===== src/rtl/ptw_pkg.sv =====
// types, constants and helpers for the page table walker
package ptw_pkg;

  localparam int VA_W   = 48;
  localparam int WORD_W = 64;
  localparam int WI_W   = 16;
  localparam int LIM_W  = 20;
  localparam int ROOT_W = 19;
  localparam int IDX_W  = 9;
  localparam int CFG_IDX_W = 2;

  localparam logic [LIM_W-1:0] PAGE_BYTES = 20'd4096;
  localparam logic [LIM_W-1:0] MEM_SIZE_RESET = 20'd524288;

  localparam logic [WORD_W-1:0] BASE_MASK = 64'h0000_FFFF_FFFF_F000;
  localparam int LARGE_BIT = 7;

  // input operation codes
  localparam logic OP_WRITE = 1'b0;
  localparam logic OP_XLATE = 1'b1;

  // configuration register indexes
  localparam logic [CFG_IDX_W-1:0] CFG_ROOT     = 2'd0;
  localparam logic [CFG_IDX_W-1:0] CFG_MEM_SIZE = 2'd1;

  typedef struct packed {
    logic              op;
    logic [WI_W-1:0]   word_index;
    logic [WORD_W-1:0] write_data;
    logic [VA_W-1:0]   virt_addr;
  } req_t;

  typedef struct packed {
    logic [VA_W-1:0] phys_addr;
    logic            fault;
    logic            large_page;
  } rsp_t;

  // classified item as held in the queue
  typedef struct packed {
    req_t                req;
    logic [ROOT_W-4:0]   root_word;
    logic                root_fault;
  } qent_t;

  typedef struct packed {
    logic full;
    logic empty;
  } q_status_t;

  function automatic logic [WORD_W-1:0] swap_bytes(input logic [WORD_W-1:0] v);
    logic [WORD_W-1:0] r;
    for (int i = 0; i < 8; i++) begin
      r[8*i +: 8] = v[8*(7-i) +: 8];
    end
    return r;
  endfunction

endpackage


===== src/rtl/ptw_front.sv =====
// front end: configuration registers, range limit and item classification
module ptw_front (
  input  logic                             clk,
  input  logic                             rst,
  input  logic                             start,
  output logic                             busy,
  input  ptw_pkg::req_t                    request,
  input  logic                             cfg_write,
  input  logic [ptw_pkg::CFG_IDX_W-1:0]    cfg_index,
  input  logic [ptw_pkg::LIM_W-1:0]        cfg_data,
  input  ptw_pkg::q_status_t               qstat,
  output logic                             push,
  output ptw_pkg::qent_t                   entry,
  output logic [ptw_pkg::LIM_W-1:0]        limit
);
  import ptw_pkg::*;

  logic [ROOT_W-1:0] root_table_base;
  logic [LIM_W-1:0]  mem_size;

  // configuration writes, unknown indexes dropped
  always_ff @(posedge clk) begin
    if (rst) begin
      root_table_base <= '0;
      mem_size        <= MEM_SIZE_RESET;
    end else if (cfg_write) begin
      unique case (cfg_index)
        CFG_ROOT:     root_table_base <= cfg_data[ROOT_W-1:0];
        CFG_MEM_SIZE: mem_size        <= cfg_data;
        default: ;
      endcase
    end
  end

  // highest valid table base, saturating at zero
  assign limit = (mem_size >= PAGE_BYTES) ? (mem_size - PAGE_BYTES) : '0;

  // accept while the queue has room
  assign busy = qstat.full;
  assign push = start && !qstat.full;

  // classify: root word address and root range check
  always_comb begin
    entry.req        = request;
    entry.root_word  = root_table_base[ROOT_W-1:3];
    entry.root_fault = (request.op == OP_XLATE) && ({1'b0, root_table_base} > limit);
  end

endmodule


===== config.mk =====
export PLATFORM = sky130hd
export DESIGN_NAME = ptw_front
export DESIGN_NICKNAME = d
export VERILOG_FILES = /design/src/rtl/ptw_pkg.sv /design/src/rtl/ptw_front.sv
export SDC_FILE = /design/constraint.sdc
export NUM_CORES = 1
export LEC_CHECK = 0
export BUFFER_PORTS_ARGS = -buffer_cell sky130_fd_sc_hd__clkbuf_2
export CORE_AREA = 2 2 126 128
export CTS_BUF_LIST = sky130_fd_sc_hd__clkbuf_8
export CTS_CLUSTER_DIAMETER = 150
export DETAILED_ROUTE_END_ITERATION = 8
export DIE_AREA = 0 0 128 130
export MAX_ROUTING_LAYER = met4
export PLACE_DENSITY = 0.55
export SLEW_MARGIN = 10
export SYNTH_ARGS = -nofsm -noshare
export SYNTH_HDL_FRONTEND = slang
export SYNTH_SLANG_ARGS = --single-unit

===== constraint.sdc =====
create_clock -name clk -period 3.7 [get_ports clk]
set_clock_uncertainty 0.15 [all_clocks]
set_input_delay 0.555 -clock clk [delete_from_list [all_inputs] [get_ports clk]]
set_output_delay 0.555 -clock clk [all_outputs]
set_load 0.01 [all_outputs]

**Word-level counts from Yosys, hierarchy flattened**

Cells that the tools add are included.

- Logic and storage cells: 13
- Output and inout port bits: 168
- Register bits after elaboration: 39

- Reduce and logical (&&, ||, !) cells: 6
- Magnitude comparators: 2
- Mux-type cells: 1
- Eq/ne operators: 1
- $add $sub $neg: 1

Operator list:

| cell | number |
|---|---|
| >= comparator 20 x 13 -> 1 bit (second input constant) | 1 |
| > comparator 19 x 20 -> 1 bit | 1 |
| two-way mux 20 bit | 1 |
| subtractor 20 x 13 -> 20 bit (second input constant) | 1 |
| AND reduction 2 bit | 2 |
| == test 2 x 1 -> 1 bit (second input constant) | 1 |
| logical AND 1 bit | 2 |
| zero test 2 bit | 1 |
| zero test 1 bit | 1 |

**Longest topological paths before layout**

Gate-level depths: netlist of the first run.

- Depth in word-level cells: 4
- Mapped depth: 14
- Depth with buffers taken out: 12

**Worst setup path before layout of the first run**

Ideal clock, no wire load.

- Path kind: register to output
- Start point: register mem_size[13]
- End point: output port entry[0] (netlist bit)
- Buffers on the path: 1
- Data required time: 2995 ps
- Cell stages (with the launch flop): 14
- Slack: 149 ps
- Arrival: 2846 ps
- Cell sequence: dfxtp_1 -> inv_1 -> ha_1 -> nor3b_1 -> and4_1 -> or4_1 -> buf_6 -> and2_2 -> ha_1 -> nor2b_1 -> o211ai_1 -> a2111oi_0 -> a211oi_1 -> a211oi_1

RTL lines:

| item | RTL line | RTL |
|---|---|---|
| start: declaration | ptw_front.sv:19 | `logic [LIM_W-1:0] mem_size;` |
| start signal: assignment | ptw_front.sv:29 | `CFG_MEM_SIZE: mem_size <= cfg_data;` |
| end: declaration | ptw_front.sv:13 | `output ptw_pkg::qent_t entry,` |

==> out/results.ini, run 1 <==
[placement]
gp_congestion=0.822
dp_hpwl_mm=7.04
port_buffers=67
placed_cells=588
dpl_cell_area_mm2=0.00315

[finish]
area_delta_synth_final_pct=5.04
layout.nets=582
regArea_um2=783
layout-drive-gt1-share=0.444
most-common-layout-cells=82 x nand2_1, 66 x clkbuf_2, 52 x buf_4, 44 x a21oi_1, 37 x dfxtp_1
final_common_cell=nand2_1
fill_cells=1720
fin_cells=598
multi_input_area_mm2=0.00149
finalInstanceArea_mm2=0.00350

[yosys]
synth-seq-area-share=0.235
yosys.area_share.simple=0.205
yosys_warnings=0
avgSynthCellArea_um2=7.69
syn_nets=611
synth_cells=433
synth_compound_area_frac=0.0951
synthXorXnorAreaFrac=0.0132
syn-cell-area_mm2=0.00333
synth-seq-cells=39
synth.area.mux_share=0
synth_cell_types=39
synth_top_family_by_area=buffers and inverters
synth-adder-area-share=0.0789

[timing]
grt_setup_unrepaired=yes
fin_crit_sh=1.06
hold_viol=0
slew_viol_final=0
setup_viol=1
worst_slack_ns=-0.219
min_period_ns=3.92
relSlewSlack=0.370
timing.fmax_ghz=0.255
tightest_slew_ns=0.945

[grt]
grt_pass1_wl_mm=13.6
overflow=0
grtUsageTotal=0.112
grt_pass1_vias=2534
antenna_found_initial=1
grt_start_max_net_pins=40

[floorplan]
die_w_um=128
coreArea_mm2=0.0154
row_count=46
pin_count=325
die_y_um=130
initial_core_util=0.216
dieArea_mm2=0.0166

[cts]
clockRootBuffer=clkbuf_8
htree_levels=2
cts_tree=built
clk-insertion-delay-late_ns=0.29
clk_pin_slew_ns=0.08
cts_sinks=39
cts_buffers=5
cts_hold_buf=0
ctsLongestPathBuffers=2

[setup_path]
path_max_fanout=6
end_kind=output port
path_class=flip-flop to output port
start_kind=flip-flop
r2r.worst_path.cells=3
critical_path_arrival_ns=3.21
worstPathRequired_ns=2.99

[routing]
dr.first_iter.drc_count=73
ant_nets=0
routed_wl_mm=9.16
vias_per_cell=4.16
drc=0
num_vias=2485
post_drt_wl_per_cell_um=15.3
dr.pass1.iters=4

[power_and_ir_drop]
powerDensity_mw_per_mm2=316
leakage_nw=1.60
ir_worst_vdd_mv=0.127

[outcome]
violations=setup timing
status=finished, violations left

[worst_hold_path]
hold_depth=2
hp-class=flip-flop to flip-flop

[flow_run]
cap_violations=0

-- metrics by stage --
| step | hold slack [ns] | utilization | TNS, ns | power (mW) | setup WS [ns] |
|---|---|---|---|---|---|
| after global placement | 0.298 | 0.204 | -0.136 | 0.706 | -0.136 |
| after detailed placement | 0.306 | 0.204 | -0.164 | 0.708 | -0.164 |
| after floorplan | 0.286 | - | 0 | 0.734 | 0.149 |
| after CTS | 0.316 | 0.219 | -0.245 | 1.10 | -0.245 |
| after global routing | 0.331 | 0.227 | -0.394 | 1.15 | -0.394 |
| final | 0.312 | 0.227 | -0.219 | 1.10 | -0.219 |
-- report_power, final --
part	internal (mW)	switching (mW)	total, mW
combinational	0.131	0.146	0.277
sequential	0.434	0.0134	0.447
clock	0.218	0.161	0.380
total	0.783	0.320	1.10
-- registers in the layout (all words and copies together), names as in the netlist --
name	cells
root_table_base	19
mem_size	20
-- timing repair --
action	4_1_cts	5_1_grt
pin swaps	12	13
endpoints found under the setup margin	1	1
hold endpoints to repair	0	0
setup buffers	2	0
gates resized for setup	19	21
-- critical path, stage by stage (launching register included) --
cell,delay (ns)
dfxtp_2,0.34
inv_2,0.05
ha_4,0.14
nor3b_1,0.12
and4_1,0.16
or4_4,0.56
buf_12,0.19
nand2_4,0.07
ha_4,0.13
nand4_1,0.19
a2111oi_4,0.40
a211oi_1,0.08
a211oi_1,0.23
buf_4,0.16
buf_8,0.09
-- area by class of cell --
class | instances | share of cell area
Sequential cell | 39 | 0.224
Inverter | 20 | 0.0215
Clock buffer | 6 | 0.0236
Tap cell | 192 | 0.0687
Antenna cell | 1 | 0.000716
Multi-Input combinational cell | 215 | 0.426
Timing Repair Buffer | 123 | 0.226
Clock inverter | 2 | 0.0100
-- synthesized netlist by cell type, drive strengths merged --
cell type | n | area (µm²)
and3b | 1 | 8.76
a21o | 2 | 15.0
nand3b | 2 | 15.0
nor2 | 4 | 15.0
nor3 | 4 | 20.0
o21bai | 2 | 15.0
nand4 | 5 | 31.3
a2111oi | 1 | 8.76
o21ai | 2 | 10.0
clkbuf | 11 | 41.3
ha | 21 | 263
buf | 148 | 1130
dfxtp | 39 | 781
or2 | 2 | 12.5
nand3 | 2 | 10.0
or2b | 1 | 7.51
nor2b | 2 | 12.5
xnor2 | 1 | 8.76
or3b | 1 | 8.76
a2111o | 1 | 11.3
and2 | 1 | 7.51
a211oi | 2 | 15.0
o211ai | 1 | 7.51
inv | 20 | 75.1
nand2 | 97 | 442
o311ai | 1 | 8.76
a21oi | 45 | 225
xor2 | 4 | 35.0
nor3b | 3 | 27.5
nor4 | 5 | 46.3
and4 | 1 | 8.76
or4 | 1 | 7.51
-- layer usage --
metal	global-route usage	vias up	routed length (µm)
met2	0.177	117	4130
met3	0.0410	83	813
li1	-	1199	-
met5	-	-	0
met4	0.102	0	717
met1	0.108	1086	3490
-- kinds of logic after synthesis --
family | Yosys count
compound gates | 57
xor+xnor | 5
buf+inv | 179
flops | 39
simple gates | 132
fa+ha+maj | 21
-- final timing paths --
check	startpoint	endpoint	slack (ns)
setup / recovery	mem_size[13]	entry[0]	-0.22
hold reg to reg	root_table_base[2]	root_table_base[2]	0.31
setup reg to reg	mem_size[6]	mem_size[6]	2.72
hold / removal	root_table_base[2]	root_table_base[2]	0.31
(Power assumes the default switching activity.)
==> run 2, diff against run 1 <==
--- a/config.mk
+++ b/config.mk
@@ -13,6 +13,7 @@
 export DIE_AREA = 0 0 128 130
 export MAX_ROUTING_LAYER = met4
 export PLACE_DENSITY = 0.55
+export REMOVE_ABC_BUFFERS = 1
 export SLEW_MARGIN = 10
 export SYNTH_ARGS = -nofsm -noshare
 export SYNTH_HDL_FRONTEND = slang
==> out/results.ini, run 2 (synthesized netlist as in run 1, its figures left out) <==
[routing]
routed_wl_mm=26.3
post_drt_wl_per_cell_um=44.3
drc=0
vias_per_cell=4.51
dr.first_iter.drc_count=119
ant_nets=0
num_vias=2679
dr.pass1.iters=4

[setup_path]
critical_path_arrival_ns=3.16
r2r.worst_path.cells=3
r2r_setup_slack_ns=2.65
worstPathRequired_ns=2.99
path_max_fanout=6
r2r-start=mem_size[14]
path_class=flip-flop to output port
start_kind=flip-flop
end_kind=output port
r2r-end=mem_size[14]

[finish]
layout.nets=580
final_common_cell=nand2_1
most-common-layout-cells=86 x nand2_1, 66 x clkbuf_2, 51 x buf_4, 45 x a21oi_1, 36 x dfxtp_1
regArea_um2=785
top_register=mem_size
reg.largest.list=mem_size (20), root_table_base (19)
fill_cells=1759
diodes=0
layout-drive-gt1-share=0.415
multi_input_area_mm2=0.00138
largest_register_ff_count=20
area_delta_synth_final_pct=-0.113

[placement]
dp_hpwl_mm=24.4
preCtsSetupSlack_ns=-0.191
port_buffers=67
gp_congestion=1.06

[cts]
cts_tree=built
ctsLongestPathBuffers=2
cts_buffers=5
htree_levels=2
clockRootBuffer=clkbuf_8
cts_sinks=39
clk_pin_slew_ns=0.08
clk-insertion-delay-late_ns=0.29

[power_and_ir_drop]
switchingPower_mw=0.312
p_int_mw=0.707
combPwrFrac=0.261
p_sw_frac=0.306
seqPwrFrac=0.439
leakage_nw=1.56
ir_worst_vdd_mv=0.113
powerDensity_mw_per_mm2=306
finalPower_mw=1.02
pwr-share-clk=0.299

[flow_run]
cap_violations=0

[timing]
relSlewSlack=0.351
fin_crit_sh=1.05
grt_setup_unrepaired=yes
setup_viol=1
timing.fmax_ghz=0.259
slew_viol_final=0
worst_slack_ns=-0.167
hold_viol=0
min_period_ns=3.87
tightest_slew_ns=0.973

[grt]
grt_start_max_net_pins=40
antenna_found_initial=0
grt_pass1_vias=2623
overflow=0
grtUsageTotal=0.316
grt_pass1_wl_mm=31.4

[floorplan]
coreArea_mm2=0.0154
die_y_um=130
row_count=46
die_w_um=128
dieArea_mm2=0.0166
pin_count=325
initial_core_util=0.216

[worst_hold_path]
hp-class=flip-flop to flip-flop
hold_depth=2
hp-start=root_table_base[0]
hold_path_end=root_table_base[0]

[outcome]
status=finished, violations left
violations=setup timing

[run 2: changes by cell type in the layout (fill, tap and decap cells not counted), sizes merged]
cell / before / now
bufinv: 1 / 0
clkbuf: 72 / 73
diode: 1 / 0
buf: 57 / 54
[run 2: layout make-up]
class	count	share of cell area
Sequential cell	39	0.236
Multi-Input combinational cell	215	0.414
Clock buffer	6	0.0248
Clock inverter	1	0.00151
Inverter	20	0.0226
Timing Repair Buffer	121	0.229
Tap cell	192	0.0723
[run 2: critical path, stage by stage, from the launching register on]
cell,delay (ns)
dfxtp_2,0.33
buf_4,0.14
inv_1,0.07
ha_2,0.19
nand2_2,0.05
or4_4,0.55
buf_4,0.20
nand2_4,0.07
ha_1,0.14
nand4_1,0.17
buf_4,0.19
a21oi_1,0.13
o21bai_1,0.10
a211oi_2,0.34
clkbuf_8,0.20
[run 2: per-layer routing]
layer,part of all wire,up-vias,GRT usage
met5,0,-,-
met4,0.044,0,0.0983
met3,0.25,39,0.367
met2,0.54,337,0.608
met1,0.17,1111,0.138
li1,-,1192,-
[run 2: stage by stage]
stage	cells	utilization	hold WS (ns)	area (µm²)	setup TNS [ns]
2_1_floorplan	274	-	0.280	2160	-0.339
3_3_place_gp	584	0.203	0.297	3120	-0.0969
3_5_place_dp	584	0.203	0.310	3120	-0.191
4_1_cts	594	0.215	0.323	3320	-0.149
5_1_grt	594	0.216	0.336	3320	-0.278
6_report	594	0.216	0.323	3320	-0.167
[run 2: what timing repair did]
item	CTS	global route
resized for setup	19	1
setup endpoints to repair	1	1
pin swaps	10	0
buffers inserted	4	0
hold buffers	0	0
[run 2: how the worst max path moves through the flow]
stage / startpoint / to / slack (ns) / depth (start not counted)
final: mem_size[12] / entry[0] / -0.17 / 14
after global routing: mem_size[13] / entry[0] / -0.28 / 14
after CTS: mem_size[12] / entry[0] / -0.15 / 14
after detailed placement: mem_size[13] / entry[0] / -0.19 / 14
after global placement: mem_size[13] / entry[0] / -0.1 / 14
after floorplan: mem_size[13] / entry[0] / -0.34 / 12
[run 2: power by group through the flow]
stage | Combinational [mW] | Sequential [mW] | Clock (mW)
final | 0.266 | 0.448 | 0.305
after global routing | 0.294 | 0.449 | 0.328
after CTS | 0.266 | 0.447 | 0.307
after detailed placement | 0.248 | 0.456 | 0
after global placement | 0.247 | 0.456 | 0
after floorplan | 0.113 | 0.458 | 0
==> run 3, diff against run 2 <==
--- a/config.mk
+++ b/config.mk
@@ -12,7 +12,7 @@
 export DETAILED_ROUTE_END_ITERATION = 8
 export DIE_AREA = 0 0 128 130
 export MAX_ROUTING_LAYER = met4
-export PLACE_DENSITY = 0.55
+export PLACE_DENSITY_LB_ADDON = 0.1
 export REMOVE_ABC_BUFFERS = 1
 export SLEW_MARGIN = 10
 export SYNTH_ARGS = -nofsm -noshare
==> out/results.ini, run 3 (synthesized netlist as in run 1, its figures left out) <==
[outcome]
status=finished, violations left
violations=setup timing

[timing]
slew_viol_final=0
min_period_ns=4.04
hold_viol=0
grt_setup_unrepaired=yes
tns_ns=-0.344
relSlewSlack=0.277
setup_viol=1
worst_slack_ns=-0.344
fin_crit_sh=1.09
tightest_slew_ns=1.08
timing.fmax_ghz=0.247

[cts]
clockRootBuffer=clkbuf_8
cts_sinks=39
cts_tree=built
clk-insertion-delay-late_ns=0.30
ctsLongestPathBuffers=2
cts_hold_buf=0
clk_pin_slew_ns=0.09
cts_buffers=5
htree_levels=2

[finish]
post-route-util=0.229
reg.largest.list=mem_size (20), root_table_base (19)
most-common-layout-cells=86 x nand2_1, 66 x clkbuf_2, 58 x buf_4, 44 x a21oi_1, 33 x dfxtp_1
largest_register_ff_count=20
fin_cells=604
final_common_cell=nand2_1
area_delta_synth_final_pct=6.01
top_register=mem_size
layout-drive-gt1-share=0.466
fill_cells=1771
diodes=0
layout.nets=589
finalInstanceArea_mm2=0.00353

[grt]
grt_pass1_wl_mm=32.4
grt_start_max_net_pins=40
antenna_found_initial=0
overflow=0
grtUsageTotal=0.327
grt_pass1_vias=2663

[setup_path]
path_class=flip-flop to output port
critical_path_arrival_ns=3.34
worstPathRequired_ns=2.99
end_kind=output port
cp_cell_sequence=nor4_4 > buf_4 > and4_4 > or4_4 > buf_6 > or2b_1 > ha_4 > nand4_1 > buf_4 > a2111oi_4 > a211oi_2 > a211oi_2 > buf_2
start_kind=flip-flop
max_stage_delay_ns=0.34
path_max_fanout=3
cpMaxStageDelayCell=dfxtp_2

[floorplan]
die_w_um=128
initial_core_util=0.216
pin_count=325
die_y_um=130
row_count=46
coreArea_mm2=0.0154
dieArea_mm2=0.0166

[power_and_ir_drop]
leakage_nw=1.62
finalPower_mw=1.05
pwr-share-clk=0.292
seqPwrFrac=0.427
powerDensity_mw_per_mm2=298
p_int_mw=0.706
combPwrFrac=0.281
switchingPower_mw=0.344
p_sw_frac=0.328
ir_worst_vdd_mv=0.102

[worst_hold_path]
hp-class=flip-flop to flip-flop

[routing]
dr.pass1.iters=4
vias_per_cell=4.55
post_drt_wl_per_cell_um=44.7
routed_wl_mm=27.0
num_vias=2749
ant_nets=0
dr.first_iter.drc_count=134
drc=0

[placement]
placed_cells=588
dpl_cell_area_mm2=0.00317
port_buffers=67
gp_congestion=1.04
dp_hpwl_mm=24.5

[flow_run]
cap_violations=0

## run 3: path summary, 6_finish.rpt
kind,start,end,slack (ns),cells past startpoint
max reg2reg,mem_size[3],mem_size[3],2.72,3
min reg2reg,root_table_base[0],root_table_base[0],0.31,2
max,mem_size[2],entry[0],-0.34,13
min,root_table_base[0],root_table_base[0],0.31,2
## run 3: cell type report
type,instances,area (µm²),area share
clock buffer,5,68.8,0.0195
clock inverter,3,15.0,0.00426
inverter,20,75.1,0.0213
multi-input combinational,215,1490,0.423
sequential,39,791,0.224
tap,192,240,0.0681
timing repair buffer,130,845,0.239
## run 3: repair_timing
action / 4_1_cts / 5_1_grt
gates cloned: 0 / 0
pin swaps: 20 / 8
gates resized for setup: 32 / 9
buffers inserted: 7 / 2
hold endpoints to repair: 0 / 0
endpoints found under the setup margin: 1 / 1
## run 3: critical path, delay by kind of cell (launching register included)
kind / cells / cell delay [ns]
compound gates: 3 / 0.70
buf+inv: 4 / 0.65
flops: 1 / 0.34
simple gates: 5 / 1.07
fa+ha+maj: 1 / 0.28
## run 3: power groups by stage
stage / Sequential (mW) / Combinational [mW] / Clock [mW]
after floorplan: 0.458 / 0.113 / 0
after global placement: 0.456 / 0.261 / 0
after detailed placement: 0.456 / 0.262 / 0
after CTS: 0.449 / 0.292 / 0.333
after global routing: 0.450 / 0.326 / 0.335
final: 0.448 / 0.295 / 0.307
## run 3: stage by stage
step	hold slack [ns]	setup slack, ns
floorplan	0.280	-0.339
global placement	0.298	-0.328
detailed placement	0.300	-0.350
CTS	0.298	-0.286
global route	0.315	-0.468
finish	0.310	-0.344
## run 3: routing by layer
layer / global-route usage / up-vias / part of all wire
li1: - / 1209 / -
met1: 0.156 / 1193 / 0.18
met2: 0.600 / 290 / 0.52
met3: 0.354 / 57 / 0.24
met4: 0.170 / 0 / 0.070
met5: - / - / 0
