--- src/rtl/ptw_pkg.sv ---
// types, constants and helpers for the page table walker
package ptw_pkg;

  localparam int VA_W   = 48;
  localparam int WORD_W = 64;
  localparam int WI_W   = 16;
  localparam int LIM_W  = 20;
  localparam int ROOT_W = 19;
  localparam int IDX_W  = 9;
  localparam int CFG_IDX_W = 2;

  localparam logic [LIM_W-1:0] PAGE_BYTES = 20'd4096;
  localparam logic [LIM_W-1:0] MEM_SIZE_RESET = 20'd524288;

  localparam logic [WORD_W-1:0] BASE_MASK = 64'h0000_FFFF_FFFF_F000;
  localparam int LARGE_BIT = 7;

  // input operation codes
  localparam logic OP_WRITE = 1'b0;
  localparam logic OP_XLATE = 1'b1;

  // configuration register indexes
  localparam logic [CFG_IDX_W-1:0] CFG_ROOT     = 2'd0;
  localparam logic [CFG_IDX_W-1:0] CFG_MEM_SIZE = 2'd1;

  typedef struct packed {
    logic              op;
    logic [WI_W-1:0]   word_index;
    logic [WORD_W-1:0] write_data;
    logic [VA_W-1:0]   virt_addr;
  } req_t;

  typedef struct packed {
    logic [VA_W-1:0] phys_addr;
    logic            fault;
    logic            large_page;
  } rsp_t;

  // classified item as held in the queue
  typedef struct packed {
    req_t                req;
    logic [ROOT_W-4:0]   root_word;
    logic                root_fault;
  } qent_t;

  typedef struct packed {
    logic full;
    logic empty;
  } q_status_t;

  function automatic logic [WORD_W-1:0] swap_bytes(input logic [WORD_W-1:0] v);
    logic [WORD_W-1:0] r;
    for (int i = 0; i < 8; i++) begin
      r[8*i +: 8] = v[8*(7-i) +: 8];
    end
    return r;
  endfunction

endpackage

--- src/rtl/ptw_queue.sv ---
// two-entry queue between front end and walker
module ptw_queue (
  input  logic               clk,
  input  logic               rst,
  input  logic               push,
  input  ptw_pkg::qent_t     wr_entry,
  input  logic               pop,
  output ptw_pkg::qent_t     head,
  output ptw_pkg::q_status_t qstat
);
  import ptw_pkg::*;

  qent_t      slots [2];
  logic       wr_ptr;
  logic       rd_ptr;
  logic [1:0] count;

  // slot storage, no reset on payload
  always_ff @(posedge clk) begin
    if (push) begin
      slots[wr_ptr] <= wr_entry;
    end
  end

  // pointers and fill level
  always_ff @(posedge clk) begin
    if (rst) begin
      wr_ptr <= 1'b0;
      rd_ptr <= 1'b0;
      count  <= 2'd0;
    end else begin
      if (push) wr_ptr <= ~wr_ptr;
      if (pop)  rd_ptr <= ~rd_ptr;
      count <= count + {1'b0, push} - {1'b0, pop};
    end
  end

  assign head        = slots[rd_ptr];
  assign qstat.full  = (count == 2'd2);
  assign qstat.empty = (count == 2'd0);

endmodule

--- config.mk ---
export PLATFORM = sky130hd
export DESIGN_NAME = ptw_queue
export DESIGN_NICKNAME = d
export VERILOG_FILES = /design/src/rtl/ptw_pkg.sv /design/src/rtl/ptw_queue.sv
export SDC_FILE = /design/constraint.sdc
export NUM_CORES = 1
export LEC_CHECK = 0
export ABC_AREA = 1
export BUFFER_PORTS_ARGS = -buffer_cell sky130_fd_sc_hd__buf_2
export CORE_MARGIN = 3
export CORE_UTILIZATION = 40
export DETAILED_ROUTE_END_ITERATION = 8
export GPL_TIMING_DRIVEN = 0
export PLACE_DENSITY = 0.77
export SETUP_SLACK_MARGIN = 0.2
export SKIP_LAST_GASP = 1
export SLEW_MARGIN = 10
export SYNTH_ARGS = -nofsm -noshare
export SYNTH_HDL_FRONTEND = slang
export SYNTH_SLANG_ARGS = --single-unit
--- constraint.sdc ---
create_clock -name clk -period 8.87 [get_ports clk]
set_input_delay 1.774 -clock clk [delete_from_list [all_inputs] [get_ports clk]]
set_output_delay 1.774 -clock clk [all_outputs]
set_load 0.02 [all_outputs]
After elaboration in Yosys (flattened, before gate mapping):

Memory sizes are Yosys's and may differ from the RTL's. A register that Yosys moved wholly into a read port is not among the register bits.
Index checks and enable logic that the tools add are counted.

* bits in registers: 4
* bits in latches: 0
* bits in writable memories: 292
* bits in read-only memories: 0
* input bits: 150
* output and inout port bits: 148
* word-level logic and storage cells: 14
* memories kept: 1

* $add $sub $neg: 2
* multipliers: 0
* div/mod/pow operators: 0
* magnitude comparators: 0
* equal/unequal tests: 1
* shift-type cells: 0
* muxes and demuxes: 4
* bitwise operators: 2
* reduce and logical (&&, ||, !) cells: 1

Memory list
* slots: depth 2, bits a word 146, read ports 1, clocked after Yosys merged registers in 1, wr ports 1, line ptw_queue.sv:13 `qent_t slots [2];`

Operators with widths (number)
* 2-to-1 mux 1 bit: 4
* adder 2 x 1 -> 2 bit: 1
* equality test 2 bit, second input constant: 1
* logical NOT 2 bit: 1
* NOT 1 bit: 2
* subtractor 2 x 1 -> 2 bit: 1

Logic depth before layout (Yosys ltp):

Gate-level depths: netlist (run 1).

* depth after elaboration: 3
* mapped depth: 9

Worst setup path after synthesis (run 1):

Ideal clock, no wire load.

* path type: input-to-reg
* start: in push
* end: mem slots[0][0] (netlist name) (enable)
* setup time: 657 ps
* arrival: 7919 ps
* setup slack: 294 ps
* stages on the path: 2
* buffers on the path: 0
* path through: inv_1 nor2_1

* longest elaborated chain between the ends: 2

Ends and longest elaborated chain
* start, declared: line ptw_queue.sv:5 `input logic push,`
* 2-to-1 mux 1 bit: line ptw_queue.sv:20 `if (push) begin`
* 2-to-1 mux 1 bit (implied by the code): line ptw_queue.sv:21 `slots[wr_ptr] <= wr_entry;`
* end, declared: line ptw_queue.sv:13

Every way passes these cells.

==> results of run 1 <==
-- where the power goes --
group          internal, mW  leakage, nW  switching (mW)  total (mW)
Clock                 0.715        0.467           0.495        1.21
Combinational         0.168         1.98           0.231       0.399
Sequential             1.63         2.78          0.0167        1.64
-- registers in the layout, summed over array words and instances (netlist names), named ones only --
| register | cells |
|---|---|
| wr_ptr | 1 |
| rd_ptr | 1 |
| count | 2 |
| slots | 292 |
-- worst paths after layout --
check / from / end
min reg2reg: rd_ptr / rd_ptr
min: rd_ptr / rd_ptr
max: flop / head[71]
max reg2reg: wr_ptr / slots[1][9]
-- Yosys cell counts --
master / count
a21oi_1: 1
buf_6: 6
clkbuf_8: 10
dfxtp_1: 5
edfxtp_1: 292
ha_1: 2
inv_1: 8
mux2_2: 146
nand2_1: 4
nand3_1: 1
nor2_1: 8
nor3_1: 1
xnor2_1: 1
-- critical path, delay by kind of cell (launching register included) --
family   cells  cell delay [ns]
buf+inv      3             0.60
mux          1             0.36
flops        1             0.36
-- cell families after synthesis --
family,after synthesis
xor+xnor,1
flops,297
fa+ha+maj,2
mux,146
compound gates,1
buf+inv,24
simple gates,14
-- metrics by stage --
stage	hold WS, ns	total power [mW]	std cells	utilization (%)	setup slack (ns)
floorplan	0.480	1.93	485	-	0.294
global placement	0.493	2.07	1117	48.4	-3.58
detailed placement	0.505	2.08	1124	49.1	5.51
CTS	0.524	3.30	1180	52.7	5.17
global route	0.551	3.37	1183	52.7	5.13
finish	0.517	3.25	1183	52.7	5.24
-- cell usage in the layout, fill, tap and decap left out, types with 2 or more instances in the layout --
cell type	n
buf_12	3
clkbuf_1	11
mux2_2	146
buf_2	297
bufinv_16	2
inv_1	7
ha_1	2
clkinv_2	5
clkinv_1	3
buf_6	6
dfxtp_1	5
clkbuf_8	12
diode_2	3
nor2_1	7
edfxtp_1	292
nand2_1	4
clkbuf_16	31
buf_16	4
-- layout make-up --
class | instances | area, um^2 | area share, %
multi-input cells | 164 | 1750 | 12.6
clock inverters | 12 | 113 | 0.810
diodes | 3 | 7.51 | 0.0540
repair buffers | 304 | 1660 | 11.9
plain buffers | 16 | 205 | 1.48
flip-flops and latches | 297 | 8870 | 63.8
clock buffers | 44 | 845 | 6.08
well taps | 335 | 419 | 3.02
inverters | 8 | 37.5 | 0.270
-- layer usage --
| metal | global-route usage [%] | up-vias | part of all wire, % |
|---|---|---|---|
| met5 | 0 | - | 0.059 |
| met3 | 4.99 | 47 | 9.4 |
| met4 | 5.57 | 2 | 3.5 |
| met1 | 16.0 | 2760 | 36 |
| li1 | - | 2594 | - |
| met2 | 24.9 | 226 | 51 |
==> results.sh, run 1 <==
export IMPL_ctsResizeCount=0
export IMPL_placed_cell_area_um2=12900
export IMPL_timing_critical_path_required_ns=7.10
export IMPL_synth_compound_area_share_pct=0.0462
export IMPL_fin_worst_skew_ns=0.0121
export IMPL_finalMaxSlewViolations=0
export IMPL_p_leak_nw=5.23
export IMPL_ir_drop_uv=182
export IMPL_ys_warn_count=0
export IMPL_grt_pass1_wl_um=32600
export IMPL_synth_top_area_cell="edfxtp_1"
export IMPL_start_util_pct=41.1
export IMPL_syn_inst=485
export IMPL_synth_top_area_share_pct=80.9
export IMPL_dp_hpwl_um=15000
export IMPL_relSlewSlack_pct=65.7
export IMPL_synth_area_per_cell_um2=22.4
export IMPL_gp_congestion=0.717
export IMPL_crit_path_start_kind="flop"
export IMPL_rows=59
export IMPL_vias=5629
export IMPL_worst_pin_slew_ns=0.513
export IMPL_ctsHoldBuffers=0
export IMPL_endpoint_kind="output pin"
export IMPL_ff2ff_path_depth=3
export IMPL_postCtsSetupBuffers=0
export IMPL_drive_gt1_share_pct=60.4
export IMPL_synth_xor_area_share_pct=0.0808
export IMPL_synth_nets=637
export IMPL_cpMaxStageDelayCell="dfxtp_1"
export IMPL_synth_simple_gate_area_share_pct=0.508
export IMPL_worstPathArrival_ns=1.85
export IMPL_fin_crit_sh_pct=40.9
export IMPL_hold_path_depth=2
export IMPL_drc_errors=0
export IMPL_cts_root_buffer="clkbuf_16"
export IMPL_grt_pass1_vias=6071
export IMPL_final_area_um2=13900
export IMPL_die_h_um=171
export IMPL_grt_max_degree=84
export IMPL_cts_made_buffers=30
export IMPL_grt_use_total_pct=14.3
export IMPL_drt_iter0_markers=285
export IMPL_dr_pass1_iters=4
export IMPL_ys_seq_area_share_pct=81.8
export IMPL_dieArea_um2=29100
export IMPL_period_minus_slack_ns=3.63
export IMPL_max_cap_violations=0
export IMPL_clk_path_buf_depth=3
export IMPL_synth_area_leaders="edfxtp_1 (81%), mux2_2 (15%), clkbuf_8 (1.3%)"
export IMPL_worstSetupPathType="reg -> out"
export IMPL_chipWidth_um=171
export IMPL_synth_top_family_by_area="multiplexers"
export IMPL_cts_tree="built"
export IMPL_htreeDepth=1
export IMPL_pin_count=298
export IMPL_path_clk_slew_ns=0.06
export IMPL_area_growth_syn_to_layout_pct=28.2
export IMPL_ys_types=13
export IMPL_clk_latency_ns=0.54
export IMPL_synth_fa_ha_area_share_pct=0.231
export IMPL_crit_chain="buf_6 > clkbuf_8 > mux2_2 > buf_2"
export IMPL_fin_setup_tns_ns=0
export IMPL_syn_area_um2=10800
export IMPL_synth_mux_area_share_pct=15.2
export IMPL_nFillCells=2128
export IMPL_crit_fanout=10
export IMPL_antenna_found_initial=4
export IMPL_rsz0062_at_grt="no"
export IMPL_core_um2=26400
export IMPL_placement_io_buffers=297
export IMPL_ys_seq_elements=297
export IMPL_ant_nets=0
export IMPL_critPathMaxStageDelay_ns=0.36
export IMPL_final_nets=973
export IMPL_powerDensity_nw_per_um2=234
export IMPL_finalSetupViolations=0
export IMPL_status="completed"
export IMPL_wl_per_cell_um=18.7
export IMPL_max_freq_ghz=0.276
export IMPL_finalHoldViolations=0
export IMPL_grt_ovfl_total=0
export IMPL_wl_um=22100
export IMPL_cts_sinks=297
export IMPL_rrSetupSlack_ns=7.07
export IMPL_hp_class="reg -> reg"
export IMPL_viasPerCell=4.76
Power figures use the tool's default switching activity.
==> inputs of run 2 (changes only) <==
--- a/config.mk
+++ b/config.mk
@@ -5,13 +5,13 @@
 export SDC_FILE = /design/constraint.sdc
 export NUM_CORES = 1
 export LEC_CHECK = 0
-export ABC_AREA = 1
+export ABC_AREA = 0
 export BUFFER_PORTS_ARGS = -buffer_cell sky130_fd_sc_hd__buf_2
 export CORE_MARGIN = 3
 export CORE_UTILIZATION = 40
 export DETAILED_ROUTE_END_ITERATION = 8
 export GPL_TIMING_DRIVEN = 0
-export PLACE_DENSITY = 0.77
+export PLACE_DENSITY = 0.75
 export SETUP_SLACK_MARGIN = 0.2
 export SKIP_LAST_GASP = 1
 export SLEW_MARGIN = 10
==> constraint.sdc (replaced) <==
create_clock -name clk -period 3.42 [get_ports clk]
set_input_delay 0.684 -clock clk [delete_from_list [all_inputs] [get_ports clk]]
set_output_delay 0.684 -clock clk [all_outputs]
set_load 0.02 [all_outputs]
==> results.sh, run 2 <==
export IMPL_die_h_um=171
export IMPL_finalHoldViolations=0
export IMPL_dr_pass1_iters=6
export IMPL_worstPathArrival_ns=1.85
export IMPL_crit_fanout=10
export IMPL_cts_made_buffers=31
export IMPL_crit_chain="buf_6 > clkbuf_8 > mux2_2 > buf_2"
export IMPL_synth_top_area_cell="edfxtp_1"
export IMPL_grt_max_degree=60
export IMPL_grt_use_total_pct=13.9
export IMPL_ir_drop_uv=491
export IMPL_gp_congestion=0.712
export IMPL_powerDensity_nw_per_um2=625
export IMPL_synth_commonest_cells="edfxtp_1 (292), mux2_2 (146), clkbuf_8 (10)"
export IMPL_r2r_start="wr_ptr"
export IMPL_finalMaxSlewViolations=0
export IMPL_synth_top_area_share_pct=80.9
export IMPL_cts_root_buffer="clkbuf_16"
export IMPL_grt_ovfl_total=0
export IMPL_crit_path_start_kind="flop"
export IMPL_area_growth_syn_to_layout_pct=29.0
export IMPL_chipWidth_um=171
export IMPL_rows=59
export IMPL_synth_area_leaders="edfxtp_1 (81%), mux2_2 (15%), clkbuf_8 (1.3%)"
export IMPL_antenna_found_initial=7
export IMPL_holdPathEnd="slots[1][126]"
export IMPL_endpoint_kind="output pin"
export IMPL_multi_input_area_um2=1760
export IMPL_fin_crit_sh_pct=74.1
export IMPL_reg_top3="slots (292), count (2)"
export IMPL_drt_iter0_markers=270
export IMPL_syn_inst=475
export IMPL_ff_latch_area_um2=8870
export IMPL_grt_pass1_vias=5918
export IMPL_placement_io_buffers=297
export IMPL_path_clk_slew_ns=0.06
export IMPL_dieArea_um2=29100
export IMPL_hp_class="in -> reg"
export IMPL_viasPerCell=4.74
export IMPL_rsz0062_at_grt="no"
export IMPL_critical_path_top_delay_family="buffers and inverters"
export IMPL_syn_area_um2=10800
export IMPL_p_leak_nw=5.26
export IMPL_timing_critical_path_required_ns=2.74
export IMPL_finalSetupViolations=0
export IMPL_synth_nets=627
export IMPL_ys_types=12
export IMPL_final_nets=965
export IMPL_relSlewSlack_pct=59.7
export IMPL_fin_util_pct=53.0
export IMPL_nFillCells=2125
export IMPL_p_total_mw=8.73
export IMPL_r2r_end="slots[0][144]"
export IMPL_status="completed"
export IMPL_fin_worst_skew_ns=0.0135
export IMPL_hp_start="wr_entry[126]"
export IMPL_synth_edf_count=292
export IMPL_cpMaxStageDelayCell="dfxtp_1"
export IMPL_fin_setup_tns_ns=0
export IMPL_wl_um=21600
export IMPL_max_cap_violations=0
export IMPL_async_flop_share_pct=0
export IMPL_synth_most_common_cell="edfxtp_1"
export IMPL_drc_errors=0
export IMPL_rrSetupSlack_ns=1.55
export IMPL_dp_hpwl_um=14800
export IMPL_pre_cts_ws_ns=1.04
export IMPL_ys_seq_elements=297
export IMPL_hold_path_depth=1
export IMPL_worstSetupPathType="reg -> out"
export IMPL_dp_cells=1115
export IMPL_clk_path_buf_depth=3
export IMPL_post_route_worst_setup_slack_ns=0.884
export IMPL_synth_ff_type="edfxtp_1"
export IMPL_cts_sinks=297
export IMPL_final_cells=1176
export IMPL_cts_tree="built"
export IMPL_final_common_cell="buf_2"
export IMPL_synth_area_per_cell_um2=22.8
export IMPL_drive_gt1_share_pct=61.4
export IMPL_core_um2=26400
export IMPL_critical_path_buf_inv_count=3
export IMPL_ctsResizeCount=0
export IMPL_grt_pass1_wl_um=31800
export IMPL_start_util_pct=41.1
export IMPL_ys_warn_count=0
export IMPL_max_freq_ghz=0.394
export IMPL_worst_pin_slew_ns=0.603
export IMPL_htreeDepth=1
export IMPL_ctsHoldBuffers=0
export IMPL_ff2ff_path_depth=4
export IMPL_postCtsSetupBuffers=0
export IMPL_critPathMaxStageDelay_ns=0.35
export IMPL_period_minus_slack_ns=2.54
export IMPL_vias=5571
export IMPL_largest_reg_flops=292
export IMPL_wl_per_cell_um=18.4
export IMPL_clk_latency_ns=0.54
export IMPL_ant_nets=0
export IMPL_most_common_layout_cells="buf_2 (297), edfxtp_1 (292), mux2_2 (146)"
export IMPL_ys_seq_area_share_pct=81.9
export IMPL_pin_count=298
export IMPL_top_register="slots"
## run 2: cell families after synthesis
logic type               Yosys count  share of synthesized area (%)
flip-flops                       297                           81.9
multiplexers                     146                           15.2
buffers and inverters             18                           1.96
AND/OR/NAND/NOR                    9                          0.404
XOR/XNOR                           3                          0.370
adder cells (fa/ha/maj)            2                          0.231
## run 2: layer usage
metal / GRT usage, % / vias up / share of wire [%]
met5: 0 / - / 0.20
met4: 4.66 / 6 / 2.7
met3: 4.94 / 45 / 8.9
met2: 24.7 / 216 / 51
met1: 15.7 / 2720 / 37
li1: - / 2584 / -
## run 2: report_power, final
part	internal, mW	switching, mW	total [mW]
logic	0.469	0.638	1.11
clock network	2.03	1.30	3.33
registers	4.25	0.0488	4.30
total	6.75	1.99	8.73
## run 2: cell type report
class,instances,share of cell area (%)
repair buffers,305,12.0
multi-input cells,160,12.6
clock buffers,41,6.03
well taps,335,3.00
flip-flops and latches,297,63.4
plain buffers,16,1.47
clock inverters,16,1.33
inverters,2,0.0537
diodes,4,0.0716
## run 2: how the worst max path moves through the flow
stage	start	to	slack [ns]	cells after the start
2_1_floorplan	push	slots[0][0]	0.11	1
3_3_place_gp	push	slots[0][90]	-1.31	2
3_5_place_dp	push	slots[0][90]	1.04	5
4_1_cts	flop	head[88]	0.82	4
5_1_grt	flop	head[93]	0.80	4
6_report	flop	head[52]	0.88	4
## run 2: stage by stage
| stage | hold slack, ns | area (um^2) |
|---|---|---|
| 2_1_floorplan | 0.480 | 10800 |
| 3_3_place_gp | 0.494 | 12700 |
| 6_report | 0.332 | 14000 |
| 3_5_place_dp | 0.498 | 12900 |
| 4_1_cts | 0.301 | 14000 |
| 5_1_grt | 0.304 | 14000 |
==> inputs of run 3 (changes only) <==
--- a/config.mk
+++ b/config.mk
@@ -11,7 +11,7 @@
 export CORE_UTILIZATION = 40
 export DETAILED_ROUTE_END_ITERATION = 8
 export GPL_TIMING_DRIVEN = 0
-export PLACE_DENSITY = 0.75
+export PLACE_DENSITY = 0.77
 export SETUP_SLACK_MARGIN = 0.2
 export SKIP_LAST_GASP = 1
 export SLEW_MARGIN = 10
==> constraint.sdc (replaced) <==
create_clock -name clk -period 2.18 [get_ports clk]
set_input_delay 0.436 -clock clk [delete_from_list [all_inputs] [get_ports clk]]
set_output_delay 0.436 -clock clk [all_outputs]
set_load 0.02 [all_outputs]
==> results.sh, run 3 (synthesis results as in run 2) <==
export IMPL_status="finished with violations"
export IMPL_violations="negative setup slack"
export IMPL_max_freq_ghz=0.448
export IMPL_rows=59
export IMPL_fin_crit_sh_pct=102
export IMPL_worstPathArrival_ns=1.80
export IMPL_rsz0062_at_grt="yes"
export IMPL_post_route_worst_setup_slack_ns=-0.0543
export IMPL_wl_um=22400
export IMPL_critPathMaxStageDelay_ns=0.39
export IMPL_finalSetupViolations=86
export IMPL_worstSetupPathType="reg -> out"
export IMPL_ctsHoldBuffers=0
export IMPL_hp_class="in -> reg"
export IMPL_chipWidth_um=171
export IMPL_relSlewSlack_pct=52.0
export IMPL_core_um2=26400
export IMPL_cts_root_buffer="clkbuf_16"
export IMPL_largest_reg_flops=292
export IMPL_wl_per_cell_um=18.9
export IMPL_timing_critical_path_required_ns=1.74
export IMPL_vias=5669
export IMPL_crit_chain="buf_12 > clkbuf_16 > mux2_2 > buf_2"
export IMPL_pre_cts_ws_ns=0.0232
export IMPL_cts_made_buffers=31
export IMPL_final_nets=976
export IMPL_worst_pin_slew_ns=0.721
export IMPL_multi_input_area_um2=1810
export IMPL_ir_drop_uv=701
export IMPL_drive_gt1_share_pct=61.9
export IMPL_ff_latch_area_um2=8870
export IMPL_final_common_cell="edfxtp_1"
export IMPL_most_common_layout_cells="edfxtp_1 (292), buf_2 (285), mux2_2 (136)"
export IMPL_dp_cells=1115
export IMPL_powerDensity_nw_per_um2=977
export IMPL_htreeDepth=1
export IMPL_dieArea_um2=29100
export IMPL_endpoint_kind="output pin"
export IMPL_grt_use_total_pct=14.0
export IMPL_fin_util_pct=54.3
export IMPL_dr_pass1_iters=4
export IMPL_clk_path_buf_depth=3
export IMPL_top_register="slots"
export IMPL_internal_power_mw=10.8
export IMPL_grt_pass1_wl_um=31700
export IMPL_finalMaxSlewViolations=0
export IMPL_period_minus_slack_ns=2.23
export IMPL_final_area_um2=14300
export IMPL_final_cells=1184
export IMPL_start_util_pct=41.1
export IMPL_switching_power_mw=3.17
export IMPL_cts_tree="built"
export IMPL_viasPerCell=4.79
export IMPL_fin_setup_tns_ns=-1.77
export IMPL_reg_top3="slots (292), count (2)"
export IMPL_path_clk_slew_ns=0.06
export IMPL_antenna_found_initial=4
export IMPL_ant_nets=0
export IMPL_netSwitchingFraction_pct=22.6
export IMPL_area_growth_syn_to_layout_pct=32.1
export IMPL_grt_pass1_vias=5916
export IMPL_p_leak_nw=5.42
export IMPL_seq_power_share_pct=48.3
export IMPL_crit_path_start_kind="flop"
export IMPL_p_total_mw=14.0
export IMPL_drc_errors=0
export IMPL_crit_fanout=10
export IMPL_placed_cell_area_um2=12900
export IMPL_die_h_um=171
export IMPL_dp_hpwl_um=15200
export IMPL_finalHoldViolations=0
export IMPL_combPwrFrac_pct=13.5
export IMPL_cpMaxStageDelayCell="dfxtp_4"
export IMPL_nFillCells=2050
export IMPL_cts_sinks=297
export IMPL_grt_max_degree=56
export IMPL_max_cap_violations=0
export IMPL_drt_iter0_markers=307
export IMPL_pin_count=298
export IMPL_gp_congestion=0.730
export IMPL_grt_ovfl_total=0
export IMPL_fin_worst_skew_ns=0.00867
export IMPL_hold_ws_ns=0.0737
export IMPL_placement_io_buffers=297
export IMPL_power_share_clock_pct=38.3
export IMPL_clk_latency_ns=0.54
[run 3: cell types whose count changed in the layout (fill, tap and decap cells not counted), sizes merged]
cell,change
bufinv,+2
buf,+15
clkinv,+2
diode,-3
and2,+1
clkbuf,-9
[run 3: what timing repair did]
item                                    in CTS  in global routing
hold endpoints to repair                     0                  0
pin swaps                                    0                  1
buffers inserted                             0                  7
endpoints found under the setup margin     146                185
cloned                                       0                  4
gates resized for setup                      7                 55
[run 3: routing by layer]
layer	vias to the layer above	GRT usage [%]	part of all wire (%)
met5	-	0	0.19
met4	6	5.40	3.5
met3	58	4.92	8.7
met2	218	24.7	51
met1	2785	15.6	37
li1	2602	-	-
[run 3: worst paths after layout]
kind | end | cells past startpoint | slack, ns | startpoint
worst max-delay path | head[33] | 4 | -0.05 | flop
worst min-delay path | slots[0][139] | 1 | 0.07 | wr_entry[139]
worst max register to register | slots[1][24] | 2 | 0.52 | wr_ptr
worst min register to register | rd_ptr | 2 | 0.54 | rd_ptr
[run 3: power by group through the flow]
stage / combinational [mW] / clock, mW / sequential (mW)
floorplan: 1.07 / 0 / 6.86
global placement: 1.67 / 0 / 6.88
detailed placement: 1.76 / 0 / 6.87
CTS: 1.79 / 5.53 / 6.75
global route: 2.00 / 5.76 / 6.78
finish: 1.88 / 5.35 / 6.75
[run 3: critical path: cells and delay by family, from the launching register on]
kind | cells | cell delay, ns
muxes | 1 | 0.33
buffers and inverters | 3 | 0.51
DFF | 1 | 0.39
[run 3: final cells by class]
| cell class | count | share of cell area [%] |
|---|---|---|
| clock buffer | 37 | 5.58 |
| antenna | 1 | 0.0175 |
| clock inverter | 20 | 1.76 |
| buffer | 16 | 2.24 |
| sequential | 297 | 62.0 |
| timing repair buffer | 315 | 12.8 |
| tap | 335 | 2.93 |
| multi-input combinational | 161 | 12.6 |
| inverter | 2 | 0.0524 |
